--- src/hw/rtl/assert_macros.svh ---
// ----------------------------------------------------------------------------
// Assertion macros
// Shared concurrent assertion helpers clocked on clk_i with reset rst_ni.
// ----------------------------------------------------------------------------
`ifndef ASSERT_MACROS_SVH
`define ASSERT_MACROS_SVH
`ifndef ASSERT_OFF
`define ASSERT_IMPLIES(label, ante, cons) \
  label: assert property (@(posedge clk_i) disable iff (!rst_ni) (ante) |-> (cons)) \
    else $error("assertion failed");
`define ASSERT_NEXT(label, ante, cons) \
  label: assert property (@(posedge clk_i) disable iff (!rst_ni) (ante) |=> (cons)) \
    else $error("assertion failed");
`else
`define ASSERT_IMPLIES(label, ante, cons)
`define ASSERT_NEXT(label, ante, cons)
`endif
`endif

--- src/hw/rtl/str_pkg.sv ---
// ----------------------------------------------------------------------------
// Stepper ramp package
// Widths, codes, the result word type and the period clamp.
// ----------------------------------------------------------------------------
`timescale 1ns / 1ps

package str_pkg;

  localparam int STEP_W     = 32;
  localparam int PER_W      = 16;
  localparam int FRAC_W     = 16;
  localparam int CLK_W      = 28;
  localparam int PRE_W      = 16;
  localparam int RAMP_W     = 16;
  localparam int SPD_W      = CLK_W + FRAC_W;
  localparam int DVD_W      = 72;
  localparam int DSR_W      = 48;
  localparam int CNT_W      = 7;
  localparam int CFG_IDX_W  = 3;
  localparam int CFG_DATA_W = 28;

  localparam logic [24:0] RAMP_NUM   = 25'd28672000;
  localparam logic [9:0]  RATE_SCALE = 10'd1000;
  localparam logic [62:0] DELTA_CAP  = 63'h4000_0000_0000_0000;

  localparam logic [1:0] CMD_TICK = 2'd0;
  localparam logic [1:0] CMD_MOVE = 2'd1;
  localparam logic [1:0] CMD_RUN  = 2'd2;
  localparam logic [1:0] CMD_STOP = 2'd3;

  localparam logic [1:0] MODE_STOP = 2'd0;
  localparam logic [1:0] MODE_MOVE = 2'd1;
  localparam logic [1:0] MODE_RUN  = 2'd2;

  localparam logic [1:0] PHASE_UNSET = 2'd0;
  localparam logic [1:0] PHASE_ACCEL = 2'd1;
  localparam logic [1:0] PHASE_HOLD  = 2'd2;
  localparam logic [1:0] PHASE_DECEL = 2'd3;

  localparam logic [2:0] CFG_TCLK = 3'd0;
  localparam logic [2:0] CFG_PRE  = 3'd1;
  localparam logic [2:0] CFG_RAMP = 3'd2;
  localparam logic [2:0] CFG_FWD  = 3'd3;
  localparam logic [2:0] CFG_FAST = 3'd4;
  localparam logic [2:0] CFG_SLOW = 3'd5;

  typedef struct packed {
    logic [PER_W-1:0] period;
    logic [PER_W-2:0] compare;
    logic             dir;
    logic             pen;
    logic [1:0]       mode;
    logic [1:0]       phase;
  } res_t;

  function automatic logic [PER_W-1:0] clamp_period(input logic [CLK_W-1:0] p,
                                                    input logic [PER_W-1:0] fast,
                                                    input logic [PER_W-1:0] slow);
    logic [CLK_W-1:0] r;
    r = p;
    if (r < CLK_W'(fast)) r = CLK_W'(fast);
    if (r > CLK_W'(slow)) r = CLK_W'(slow);
    return (r == '0) ? PER_W'(1) : r[PER_W-1:0];
  endfunction

endpackage

--- src/hw/rtl/str_div.sv ---
// ----------------------------------------------------------------------------
// Serial divider
// Restoring divider that retires one quotient bit per cycle.
// ----------------------------------------------------------------------------
`timescale 1ns / 1ps

module str_div (
  input  logic                      clk_i,
  input  logic                      rst_ni,
  input  logic                      start_i,
  input  logic [str_pkg::DVD_W-1:0] dividend_i,
  input  logic [str_pkg::DSR_W-1:0] divisor_i,
  input  logic [str_pkg::CNT_W-1:0] nbits_i,
  output logic                      done_o,
  output logic [str_pkg::DVD_W-1:0] quot_o
);
  import str_pkg::*;

  logic [DVD_W-1:0] dvd_q;
  logic [DSR_W-1:0] dsr_q;
  logic [DSR_W-1:0] rem_q;
  logic [CNT_W-1:0] cnt_q;
  logic             busy_q;
  logic             done_q;
  logic [DSR_W:0]   trial;
  logic             ge;
  logic [DSR_W:0]   rem_d;

  always_comb begin
    trial = {rem_q, dvd_q[DVD_W-1]};
    ge    = trial >= {1'b0, dsr_q};
    rem_d = ge ? (trial - {1'b0, dsr_q}) : trial;
  end

  always_ff @(posedge clk_i or negedge rst_ni) begin
    if (!rst_ni) begin
      busy_q <= 1'b0;
      done_q <= 1'b0;
      cnt_q  <= '0;
    end else if (start_i) begin
      busy_q <= 1'b1;
      done_q <= 1'b0;
      cnt_q  <= nbits_i;
    end else if (busy_q) begin
      cnt_q <= cnt_q - CNT_W'(1);
      if (cnt_q == CNT_W'(1)) begin
        busy_q <= 1'b0;
        done_q <= 1'b1;
      end
    end else begin
      done_q <= 1'b0;
    end
  end

  always_ff @(posedge clk_i) begin
    if (start_i) begin
      dvd_q <= dividend_i << (CNT_W'(DVD_W) - nbits_i);
      dsr_q <= divisor_i;
      rem_q <= '0;
    end else if (busy_q) begin
      dvd_q <= {dvd_q[DVD_W-2:0], ge};
      rem_q <= rem_d[DSR_W-1:0];
    end
  end

  assign done_o = done_q;
  assign quot_o = dvd_q;

endmodule

--- src/hw/rtl/str_core.sv ---
// ----------------------------------------------------------------------------
// Stepper ramp core
// Command sequencer, motion state and configuration registers.
// ----------------------------------------------------------------------------
`timescale 1ns / 1ps

module str_core (
  input  logic                           clk_i,
  input  logic                           rst_ni,
  input  logic                           cfg_we_i,
  input  logic [str_pkg::CFG_IDX_W-1:0]  cfg_idx_i,
  input  logic [str_pkg::CFG_DATA_W-1:0] cfg_wdata_i,
  input  logic                           in_valid_i,
  output logic                           in_stall_o,
  input  logic [1:0]                     cmd_i,
  input  logic [str_pkg::STEP_W-1:0]     step_count_i,
  input  logic [str_pkg::CLK_W-1:0]      speed_hz_i,
  input  logic                           run_backward_i,
  input  logic                           slot_free_i,
  output logic                           res_valid_o,
  output str_pkg::res_t                  res_o
);
  import str_pkg::*;

  localparam logic [3:0] ST_IDLE  = 4'd0;
  localparam logic [3:0] ST_DEC   = 4'd1;
  localparam logic [3:0] ST_FC    = 4'd2;
  localparam logic [3:0] ST_SEL   = 4'd3;
  localparam logic [3:0] ST_TGT   = 4'd4;
  localparam logic [3:0] ST_SSP   = 4'd5;
  localparam logic [3:0] ST_STP   = 4'd6;
  localparam logic [3:0] ST_RAMP  = 4'd7;
  localparam logic [3:0] ST_SCUR  = 4'd8;
  localparam logic [3:0] ST_STAR  = 4'd9;
  localparam logic [3:0] ST_SMIN  = 4'd10;
  localparam logic [3:0] ST_T1    = 4'd11;
  localparam logic [3:0] ST_DELTA = 4'd12;
  localparam logic [3:0] ST_PER   = 4'd13;
  localparam logic [3:0] ST_OUT   = 4'd14;

  logic [3:0] state_q, state_d;

  logic [CLK_W-1:0] tclk_q;
  logic [PRE_W-1:0] pre_q;
  logic [RAMP_W-1:0] maxr_q;
  logic fwd_q;
  logic [PER_W-1:0] fast_q, slow_q;

  logic [1:0] cmd_q, cmd_d;
  logic [STEP_W-1:0] steps_q, steps_d;
  logic [CLK_W-1:0] speed_q, speed_d;
  logic back_q, back_d;

  logic [1:0] mode_q, mode_d, phase_q, phase_d;
  logic dir_q, dir_d, up_q, up_d;
  logic [PER_W-1:0] cur_q, cur_d, tp_q, tp_d;
  logic [RAMP_W-1:0] ramp_q, ramp_d;
  logic [STEP_W-1:0] tgt_q, tgt_d, emit_q, emit_d, hold_q, hold_d;
  logic [CLK_W-1:0] fc_q, fc_d;
  logic [SPD_W-1:0] s_cur_q, s_cur_d, s_tp_q, s_tp_d, s_sp_q, s_sp_d;

  logic             div_start;
  logic [DVD_W-1:0] div_dvd;
  logic [DSR_W-1:0] div_dsr;
  logic [CNT_W-1:0] div_n;
  logic             div_done;
  logic [DVD_W-1:0] div_q;

  logic [PER_W-1:0] sp;
  logic [RAMP_W-1:0] maxr_eff, rt, ramp_t;
  logic [CLK_W-1:0] pq, pm1;
  logic [PER_W-1:0] per_res;
  logic [STEP_W-1:0] emit_inc, mag;
  logic [SPD_W-1:0] mn, dspd;
  logic [62:0] delta, next_spd;
  logic [46:0] hz;
  logic [DVD_W-1:0] spd_dvd;

  str_div u_div (
    .clk_i      (clk_i),
    .rst_ni     (rst_ni),
    .start_i    (div_start),
    .dividend_i (div_dvd),
    .divisor_i  (div_dsr),
    .nbits_i    (div_n),
    .done_o     (div_done),
    .quot_o     (div_q)
  );

  always_comb begin
    sp       = clamp_period(CLK_W'(slow_q), fast_q, slow_q);
    maxr_eff = (maxr_q == '0) ? RAMP_W'(1) : maxr_q;
    rt       = (ramp_q == '0) ? RAMP_W'(1) : ramp_q;
    pq       = div_q[CLK_W-1:0];
    pm1      = (pq == '0) ? '0 : pq - CLK_W'(1);
    per_res  = clamp_period(pm1, fast_q, slow_q);
    emit_inc = emit_q + STEP_W'(1);
    mag      = steps_q[STEP_W-1] ? (~steps_q + STEP_W'(1)) : steps_q;
    mn       = div_q[SPD_W-1:0];
    dspd     = (s_tp_q > mn) ? (s_tp_q - mn) : '0;
    delta    = (div_q > DVD_W'(DELTA_CAP)) ? DELTA_CAP : div_q[62:0];
    if (up_q) begin
      next_spd = 63'(s_cur_q) + delta;
    end else begin
      next_spd = (delta > 63'(s_cur_q)) ? '0 : (63'(s_cur_q) - delta);
    end
    hz       = next_spd[62:FRAC_W];
    spd_dvd  = DVD_W'({fc_q, {FRAC_W{1'b0}}});
    ramp_t   = (div_q > DVD_W'(16'hffff)) ? 16'hffff : div_q[RAMP_W-1:0];
    if (ramp_t > maxr_eff) ramp_t = maxr_eff;
    if (ramp_t == '0) ramp_t = RAMP_W'(1);
  end

  always_comb begin
    state_d = state_q;
    cmd_d = cmd_q; steps_d = steps_q; speed_d = speed_q; back_d = back_q;
    mode_d = mode_q; phase_d = phase_q; dir_d = dir_q; up_d = up_q;
    cur_d = cur_q; tp_d = tp_q; ramp_d = ramp_q;
    tgt_d = tgt_q; emit_d = emit_q; hold_d = hold_q;
    fc_d = fc_q; s_cur_d = s_cur_q; s_tp_d = s_tp_q; s_sp_d = s_sp_q;
    div_start = 1'b0;
    div_dvd = '0;
    div_dsr = '0;
    div_n = '0;
    res_valid_o = 1'b0;
    unique case (state_q)
      ST_IDLE: begin
        if (in_valid_i) begin
          cmd_d = cmd_i;
          steps_d = step_count_i;
          speed_d = speed_hz_i;
          back_d = run_backward_i;
          state_d = ST_DEC;
        end
      end
      ST_DEC: begin
        state_d = ST_OUT;
        div_dvd = DVD_W'(tclk_q);
        div_dsr = DSR_W'(pre_q) + DSR_W'(1);
        div_n = CNT_W'(CLK_W);
        if (cmd_q == CMD_STOP || (cmd_q == CMD_MOVE && steps_q == '0)) begin
          mode_d = MODE_STOP; phase_d = PHASE_UNSET; ramp_d = '0;
          hold_d = '0; up_d = 1'b1; tgt_d = '0; emit_d = '0;
        end else if (cmd_q == CMD_MOVE || cmd_q == CMD_RUN) begin
          if (cmd_q == CMD_MOVE) begin
            dir_d = steps_q[STEP_W-1];
            tgt_d = mag;
            emit_d = '0;
            mode_d = MODE_MOVE;
          end else begin
            dir_d = back_q;
            ramp_d = maxr_eff;
            mode_d = MODE_RUN;
          end
          cur_d = sp; phase_d = PHASE_ACCEL; hold_d = '0; up_d = 1'b1;
          div_start = 1'b1;
          state_d = ST_FC;
        end else if (mode_q == MODE_MOVE) begin
          emit_d = emit_inc;
          if (emit_inc >= tgt_q) begin
            mode_d = MODE_STOP; phase_d = PHASE_UNSET; ramp_d = '0;
            hold_d = '0; up_d = 1'b1; tgt_d = '0; emit_d = '0;
          end else if (phase_q == PHASE_ACCEL || phase_q == PHASE_DECEL) begin
            div_start = 1'b1;
            state_d = ST_FC;
          end else if (phase_q == PHASE_HOLD) begin
            if (up_q) begin
              if (emit_inc >= (tgt_q >> 1)) up_d = 1'b0;
              else hold_d = hold_q + STEP_W'(1);
            end else if (hold_q <= STEP_W'(1)) begin
              hold_d = '0;
              phase_d = PHASE_DECEL;
            end else begin
              hold_d = hold_q - STEP_W'(1);
            end
          end
        end else if (mode_q == MODE_RUN && phase_q == PHASE_ACCEL) begin
          div_start = 1'b1;
          state_d = ST_FC;
        end
      end
      ST_FC: begin
        if (div_done) begin
          fc_d = div_q[CLK_W-1:0];
          state_d = ST_SEL;
        end
      end
      ST_SEL: begin
        div_start = 1'b1;
        div_dvd = spd_dvd;
        div_n = CNT_W'(SPD_W);
        if (cmd_q == CMD_TICK) begin
          div_dsr = DSR_W'(cur_q) + DSR_W'(1);
          state_d = ST_SCUR;
        end else if (speed_q != '0) begin
          div_dvd = DVD_W'(fc_q);
          div_dsr = DSR_W'(speed_q);
          div_n = CNT_W'(CLK_W);
          state_d = ST_TGT;
        end else begin
          tp_d = sp;
          div_dsr = DSR_W'(sp) + DSR_W'(1);
          div_start = (cmd_q == CMD_MOVE);
          state_d = (cmd_q == CMD_MOVE) ? ST_SSP : ST_OUT;
        end
      end
      ST_TGT: begin
        if (div_done) begin
          tp_d = per_res;
          div_start = (cmd_q == CMD_MOVE);
          div_dvd = spd_dvd;
          div_dsr = DSR_W'(sp) + DSR_W'(1);
          div_n = CNT_W'(SPD_W);
          state_d = (cmd_q == CMD_MOVE) ? ST_SSP : ST_OUT;
        end
      end
      ST_SSP: begin
        if (div_done) begin
          s_sp_d = div_q[SPD_W-1:0];
          div_start = 1'b1;
          div_dvd = spd_dvd;
          div_dsr = DSR_W'(tp_q) + DSR_W'(1);
          div_n = CNT_W'(SPD_W);
          state_d = ST_STP;
        end
      end
      ST_STP: begin
        if (div_done) begin
          s_tp_d = div_q[SPD_W-1:0];
          div_start = 1'b1;
          div_dvd = DVD_W'(57'(tgt_q) * 57'(RAMP_NUM));
          div_dsr = DSR_W'(s_sp_q) + DSR_W'(div_q[SPD_W-1:0]);
          div_n = CNT_W'(57);
          state_d = ST_RAMP;
        end
      end
      ST_RAMP: begin
        if (div_done) begin
          ramp_d = ramp_t;
          state_d = ST_OUT;
        end
      end
      ST_SCUR: begin
        if (div_done) begin
          s_cur_d = div_q[SPD_W-1:0];
          div_start = 1'b1;
          div_dvd = spd_dvd;
          div_dsr = DSR_W'(tp_q) + DSR_W'(1);
          div_n = CNT_W'(SPD_W);
          state_d = ST_STAR;
        end
      end
      ST_STAR: begin
        if (div_done) begin
          s_tp_d = div_q[SPD_W-1:0];
          div_start = 1'b1;
          div_dvd = spd_dvd;
          div_dsr = DSR_W'(sp) + DSR_W'(1);
          div_n = CNT_W'(SPD_W);
          state_d = ST_SMIN;
        end
      end
      ST_SMIN: begin
        if (div_done) begin
          div_dvd = DVD_W'(54'(dspd) * 54'(RATE_SCALE));
          div_dsr = DSR_W'(rt);
          div_n = CNT_W'(54);
          state_d = ST_OUT;
          if (phase_q == PHASE_ACCEL) begin
            up_d = 1'b1;
            if (s_cur_q <= s_tp_q) begin
              div_start = 1'b1;
              state_d = ST_T1;
            end else begin
              phase_d = PHASE_HOLD; cur_d = tp_q; hold_d = '0;
            end
          end else begin
            up_d = 1'b0;
            if (s_cur_q >= mn) begin
              div_start = 1'b1;
              state_d = ST_T1;
            end else begin
              phase_d = PHASE_UNSET; cur_d = sp; up_d = 1'b1;
            end
          end
        end
      end
      ST_T1: begin
        if (div_done) begin
          div_start = 1'b1;
          div_dvd = DVD_W'({div_q[53:0], {FRAC_W{1'b0}}});
          div_dsr = DSR_W'(s_cur_q);
          div_n = CNT_W'(70);
          state_d = ST_DELTA;
        end
      end
      ST_DELTA: begin
        if (div_done) begin
          up_d = 1'b1;
          if (hz == '0) begin
            cur_d = sp;
            state_d = ST_OUT;
          end else begin
            div_start = 1'b1;
            div_dvd = DVD_W'(fc_q);
            div_dsr = DSR_W'(hz);
            div_n = CNT_W'(CLK_W);
            state_d = ST_PER;
          end
        end
      end
      ST_PER: begin
        if (div_done) begin
          cur_d = per_res;
          state_d = ST_OUT;
        end
      end
      ST_OUT: begin
        if (slot_free_i) begin
          res_valid_o = 1'b1;
          state_d = ST_IDLE;
        end
      end
      default: state_d = ST_IDLE;
    endcase
  end

  always_ff @(posedge clk_i or negedge rst_ni) begin
    if (!rst_ni) begin
      state_q <= ST_IDLE;
      tclk_q <= CLK_W'(168000000);
      pre_q <= PRE_W'(13);
      maxr_q <= RAMP_W'(500);
      fwd_q <= 1'b1;
      fast_q <= PER_W'(2);
      slow_q <= PER_W'(65535);
      mode_q <= MODE_STOP;
      phase_q <= PHASE_UNSET;
      dir_q <= 1'b0;
      up_q <= 1'b1;
      cur_q <= PER_W'(65535);
      tp_q <= '0;
      ramp_q <= '0;
      tgt_q <= '0;
      emit_q <= '0;
      hold_q <= '0;
    end else begin
      state_q <= state_d;
      mode_q <= mode_d;
      phase_q <= phase_d;
      dir_q <= dir_d;
      up_q <= up_d;
      cur_q <= cur_d;
      tp_q <= tp_d;
      ramp_q <= ramp_d;
      tgt_q <= tgt_d;
      emit_q <= emit_d;
      hold_q <= hold_d;
      if (cfg_we_i) begin
        unique case (cfg_idx_i)
          CFG_TCLK: tclk_q <= cfg_wdata_i;
          CFG_PRE:  pre_q <= cfg_wdata_i[PRE_W-1:0];
          CFG_RAMP: maxr_q <= cfg_wdata_i[RAMP_W-1:0];
          CFG_FWD:  fwd_q <= cfg_wdata_i[0];
          CFG_FAST: fast_q <= cfg_wdata_i[PER_W-1:0];
          CFG_SLOW: slow_q <= cfg_wdata_i[PER_W-1:0];
          default: ;
        endcase
      end
    end
  end

  always_ff @(posedge clk_i) begin
    cmd_q <= cmd_d;
    steps_q <= steps_d;
    speed_q <= speed_d;
    back_q <= back_d;
    fc_q <= fc_d;
    s_cur_q <= s_cur_d;
    s_tp_q <= s_tp_d;
    s_sp_q <= s_sp_d;
  end

  assign in_stall_o    = (state_q != ST_IDLE);
  assign res_o.period  = cur_q;
  assign res_o.compare = cur_q[PER_W-1:1];
  assign res_o.dir     = dir_q ^ fwd_q;
  assign res_o.pen     = (mode_q != MODE_STOP);
  assign res_o.mode    = mode_q;
  assign res_o.phase   = phase_q;

endmodule

--- src/hw/rtl/stepper_trapezoid_ramp_unit.sv ---
// ----------------------------------------------------------------------------
// Stepper trapezoid ramp unit
// Pulse-rate profiler with a registered result word.
// ----------------------------------------------------------------------------
// A move, run or ramp tick is worked out by the bit-serial divider, which retires
// one quotient bit per cycle; a stop, idle or hold tick is registered with no division.
// One word is in work at a time; the next word is accepted once the result is
// registered, and a result still waiting at the output holds the next.
// Reset returns the core to idle, resets the motion state and the output valid flag
// and loads the default configuration at once; the result word itself is not reset.
`timescale 1ns / 1ps

module stepper_trapezoid_ramp_unit (
  input  logic                           clk_i,
  input  logic                           rst_ni,
  input  logic                           cfg_we_i,
  input  logic [str_pkg::CFG_IDX_W-1:0]  cfg_idx_i,
  input  logic [str_pkg::CFG_DATA_W-1:0] cfg_wdata_i,
  input  logic                           in_valid_i,
  output logic                           in_stall_o,
  input  logic [1:0]                     cmd_i,
  input  logic [str_pkg::STEP_W-1:0]     step_count_i,
  input  logic [str_pkg::CLK_W-1:0]      speed_hz_i,
  input  logic                           run_backward_i,
  output logic                           out_valid_o,
  input  logic                           out_stall_i,
  output logic [str_pkg::PER_W-1:0]      period_value_o,
  output logic [str_pkg::PER_W-2:0]      compare_value_o,
  output logic                           dir_level_o,
  output logic                           pulse_enable_o,
  output logic [1:0]                     run_mode_o,
  output logic [1:0]                     ramp_phase_o
);
  import str_pkg::*;
  `include "assert_macros.svh"

  logic out_valid_q;
  res_t res_q;
  res_t core_res;
  logic core_valid;
  logic slot_free;

  assign slot_free = !out_valid_q || !out_stall_i;

  str_core u_core (
    .clk_i          (clk_i),
    .rst_ni         (rst_ni),
    .cfg_we_i       (cfg_we_i),
    .cfg_idx_i      (cfg_idx_i),
    .cfg_wdata_i    (cfg_wdata_i),
    .in_valid_i     (in_valid_i),
    .in_stall_o     (in_stall_o),
    .cmd_i          (cmd_i),
    .step_count_i   (step_count_i),
    .speed_hz_i     (speed_hz_i),
    .run_backward_i (run_backward_i),
    .slot_free_i    (slot_free),
    .res_valid_o    (core_valid),
    .res_o          (core_res)
  );

  always_ff @(posedge clk_i or negedge rst_ni) begin
    if (!rst_ni) begin
      out_valid_q <= 1'b0;
    end else if (core_valid) begin
      out_valid_q <= 1'b1;
    end else if (!out_stall_i) begin
      out_valid_q <= 1'b0;
    end
  end

  always_ff @(posedge clk_i) begin
    if (core_valid) begin
      res_q <= core_res;
    end
  end

  assign out_valid_o     = out_valid_q;
  assign period_value_o  = res_q.period;
  assign compare_value_o = res_q.compare;
  assign dir_level_o     = res_q.dir;
  assign pulse_enable_o  = res_q.pen;
  assign run_mode_o      = res_q.mode;
  assign ramp_phase_o    = res_q.phase;

  `ASSERT_IMPLIES(a_pen_mode, out_valid_o, pulse_enable_o == (run_mode_o != MODE_STOP))
  `ASSERT_IMPLIES(a_stop_phase, out_valid_o && run_mode_o == MODE_STOP, ramp_phase_o == PHASE_UNSET)
  `ASSERT_NEXT(a_busy_after_accept, in_valid_i && !in_stall_o, in_stall_o)

endmodule
--- config.mk ---
export PLATFORM = sky130hd
export DESIGN_NAME = stepper_trapezoid_ramp_unit
export DESIGN_NICKNAME = d
export VERILOG_FILES = /design/src/hw/rtl/str_pkg.sv /design/src/hw/rtl/str_div.sv /design/src/hw/rtl/str_core.sv /design/src/hw/rtl/stepper_trapezoid_ramp_unit.sv
export VERILOG_INCLUDE_DIRS = /design/src /design/src/hw/rtl
export SDC_FILE = /design/constraint.sdc
export NUM_CORES = 2
export LEC_CHECK = 0
export ABC_AREA = 0
export BUFFER_PORTS_ARGS = -buffer_cell sky130_fd_sc_hd__buf_2
export CAP_MARGIN = 20
export CORE_MARGIN = 4
export CORE_UTILIZATION = 25
export DETAILED_ROUTE_END_ITERATION = 7
export GPL_ROUTABILITY_DRIVEN = 0
export GPL_TIMING_DRIVEN = 0
export MAX_ROUTING_LAYER = met4
export RECOVER_POWER = 50
export REMOVE_ABC_BUFFERS = 1
export SLEW_MARGIN = 20
export SYNTH_ARGS = -nofsm -noshare
export SYNTH_HDL_FRONTEND = slang
export SYNTH_SLANG_ARGS = --single-unit
--- constraint.sdc ---
create_clock -name clk_i -period 14.53 [get_ports clk_i]
set_input_delay 2.906 -clock clk_i [delete_from_list [all_inputs] [get_ports clk_i]]
set_output_delay 2.906 -clock clk_i [all_outputs]
set_load 0.02 [all_outputs]
==> summary.txt <==
via count = 61433
clock net sink count = 669
period utilization = 91.2%
DR WL/cell = 21.3 um
max_cap viols = 6
clock tree buffer depth = 3
CP required = 14.97 ns
Fmax = 0.0754 GHz
Top FF cell, synth = edfxtp_1
Clk Latency, worst-skew pair = 0.74 ns
Final min period = 13.26 ns
# DRC = 1
Iter 0 DRT Violations = 7390
Die ar. = 284000 um^2
Core Area = 274000 um^2
Setup CP Type = reg -> reg
cell count after synthesis = 7935
Chip Height = 533 um
I/O pin cnt = 138
largest net degree at the start of global routing = 107
Synth warnings = 0
CP arrival = 13.70 ns
critical path's slowest cell = edfxtp_1
Final Hold Fails = 0
status = complete, but fails checks
final setup violation count = 0
FF+latch count, synth = 669
post-synthesis sequential area ratio = 26.7%
site row count = 192
DP HPWL = 193000 um
share of layout cells above drive strength 1 = 7.73%
RSZ-0062 raised after global routing = no
H-tree depth = 3
Cell Area, Synth = 68800 um^2
number of setup buffers added after CTS = 0
PortBufs = 137
Post-Route WL = 246000 um
hold buffer count at CTS = 0
Post-synth EDFFs = 364
post-layout util = 28.1%
drt pass-1 iters = 8
Slew headroom = -229%
GRT Residual Overflow = 0
PostCTS Resize Cnt = 0
Layout area overhead = 11.7%
GRT Util Overall = 17.0%
final clock skew = 0.0718 ns
max-slew violations = 280
nets@finish = 8993
violated checks = design-rule violations, max-capacitance violations, max-slew violations
hold crit path type = reg -> reg
Num CTS Buffers = 77
post-synth cell types = 111
global-route wire length before repair = 366000 um
clock transition at the registers of the reported paths = 0.07 ns
measured slew at the worst slew-check pin = 4.93 ns
Worst setup EP type = flop
syn avg cell area = 8.67 um^2
initial core utilization = 25.1%
TritonCTS clock tree = done
vias in the first global route = 56873
Fillers = 29057
DR vias/cell = 5.32
DIE WIDTH = 533 um
ys async rst share = 38.4%
Final ANT Viol Nets = 0
antenna violations before repair = 11
Critical Path Max Stage Delay = 0.79 ns
critical path peak fanout = 38
CTS Root Cell = clkbuf_16
Setup crit start kind = flop
[worst max-delay path, delay by kind of cell (launching register included)]
family / cells / cell delay (ns)
flip-flops: 1 / 0.79
AO/OA/AOI/OAI: 26 / 7.36
multiplexers: 1 / 0.14
AND/OR/NAND/NOR: 5 / 0.78
adder cells (fa/ha/maj): 6 / 2.96
buffers and inverters: 3 / 0.88
[placed cells by master, fill, tap and decap left out, drive strengths merged, types with 174 or more instances in the layout]
cell type	synthesis	layout
a21o	174	174
a21oi	564	564
buf	70	199
dfrtp	204	204
edfxtp	364	364
fa	309	309
ha	711	711
inv	777	782
nand2	756	756
nor2	542	542
o21ai	607	607
xnor2	229	229
[metrics by stage]
stage / hold slack, ns / TNS [ns] / setup slack (ns) / area (um^2) / cells
floorplan: 0.460 / 0 / 2.54 / 67300 / 7566
global placement: 0.478 / -1338.70 / -6.94 / 72500 / 11292
detailed placement: 0.486 / 0 / 1.63 / 74200 / 11383
CTS: 0.501 / 0 / 1.48 / 77000 / 11527
global route: 0.511 / 0 / 0.710 / 76800 / 11534
finish: 0.505 / 0 / 1.27 / 76800 / 11539
[flip-flops by register name, summed over array words and instances (netlist names), 32 cells and up]
name / flops
u_core.hold_q: 32
u_core.s_sp_q: 44
u_core.u_div.quot_o: 72
u_core.emit_q: 32
u_core.u_div.dsr_q: 47
u_core.u_div.rem_q: 48
u_core.tgt_q: 32
u_core.steps_q: 32
u_core.s_tp_q: 44
u_core.s_cur_q: 44
[layout make-up]
cell class / instances / area (um^2) / share of cell area, %
clock inverter: 56 / 802 / 1.04
sequential: 669 / 18400 / 23.9
antenna: 11 / 27.5 / 0.0358
tap: 3589 / 4490 / 5.84
timing repair buffer: 229 / 1930 / 2.51
clock buffer: 88 / 2010 / 2.62
inverter: 782 / 2950 / 3.84
multi-input combinational: 6115 / 46200 / 60.2
[routing by layer]
layer	up-vias	GRT usage (%)	routed length, um
li1	28459	-	-
met1	29519	23.9	108000
met2	2954	24.4	102000
met3	501	3.39	25700
met4	0	5.30	9330
met5	-	-	0
[synthesized netlist by cell type, types with 38 or more instances]
library cell / count / area share, %
a211oi_1: 69 / 0.75
a21o_1: 174 / 1.9
a21oi_1: 564 / 4.1
a221oi_1: 44 / 0.56
a31oi_1: 59 / 0.54
and2_1: 38 / 0.35
and3_1: 67 / 0.61
clkbuf_1: 299 / 1.6
dfrtp_1: 204 / 7.4
dfstp_2: 53 / 2.0
dfxtp_1: 48 / 1.4
edfxtp_1: 364 / 16
fa_1: 309 / 9.0
ha_1: 711 / 13
inv_1: 772 / 4.2
mux2_2: 98 / 1.6
mux2i_1: 101 / 1.5
nand2_1: 756 / 4.1
nand2b_1: 88 / 0.80
nand3_1: 160 / 1.2
nand4_1: 127 / 1.2
nor2_1: 541 / 3.0
nor2b_1: 87 / 0.79
nor3_1: 140 / 1.0
nor4_1: 67 / 0.61
o211ai_1: 97 / 1.1
o21a_1: 71 / 0.77
o21ai_0: 576 / 4.2
o22ai_1: 44 / 0.40
o31ai_1: 94 / 1.0
or3_1: 50 / 0.45
xnor2_1: 229 / 2.9
xor2_1: 157 / 2.0
[path summary, 6_finish.rpt]
kind	slack [ns]	cells after the start	start	end
max in group asynchronous	3.40	2	rst_ni	u_core.u_div.busy_q
min reg2reg	0.51	2	u_core.emit_q[31]	u_core.emit_q[31]
max	1.27	41	u_core.u_div.quot_o[4]	u_core.u_div.quot_o[65]
min in group asynchronous	3.96	1	rst_ni	u_core.emit_q[5]
min	0.51	2	u_core.emit_q[31]	u_core.emit_q[31]
max reg2reg	1.27	41	u_core.u_div.quot_o[4]	u_core.u_div.quot_o[65]
[cell families (layout without fill, tap and decap cells)]
logic type | count (synthesis) | in the layout | share of synthesized area, %
AOI/OAI and AO/OA | 2246 | 2246 | 21.1
xor gates and xnor gates | 386 | 386 | 4.91
adders and majority gates | 1020 | 1020 | 21.9
buffers and inverters | 1151 | 1155 | 6.46
DFF | 669 | 669 | 26.7
muxes | 203 | 203 | 3.19
other | 0 | 11 | 0
and+or+nand+nor | 2260 | 2260 | 15.7
Power is not shown: default switching activity piles up to over one toggle a cycle in this logic, so the estimate is an artifact.
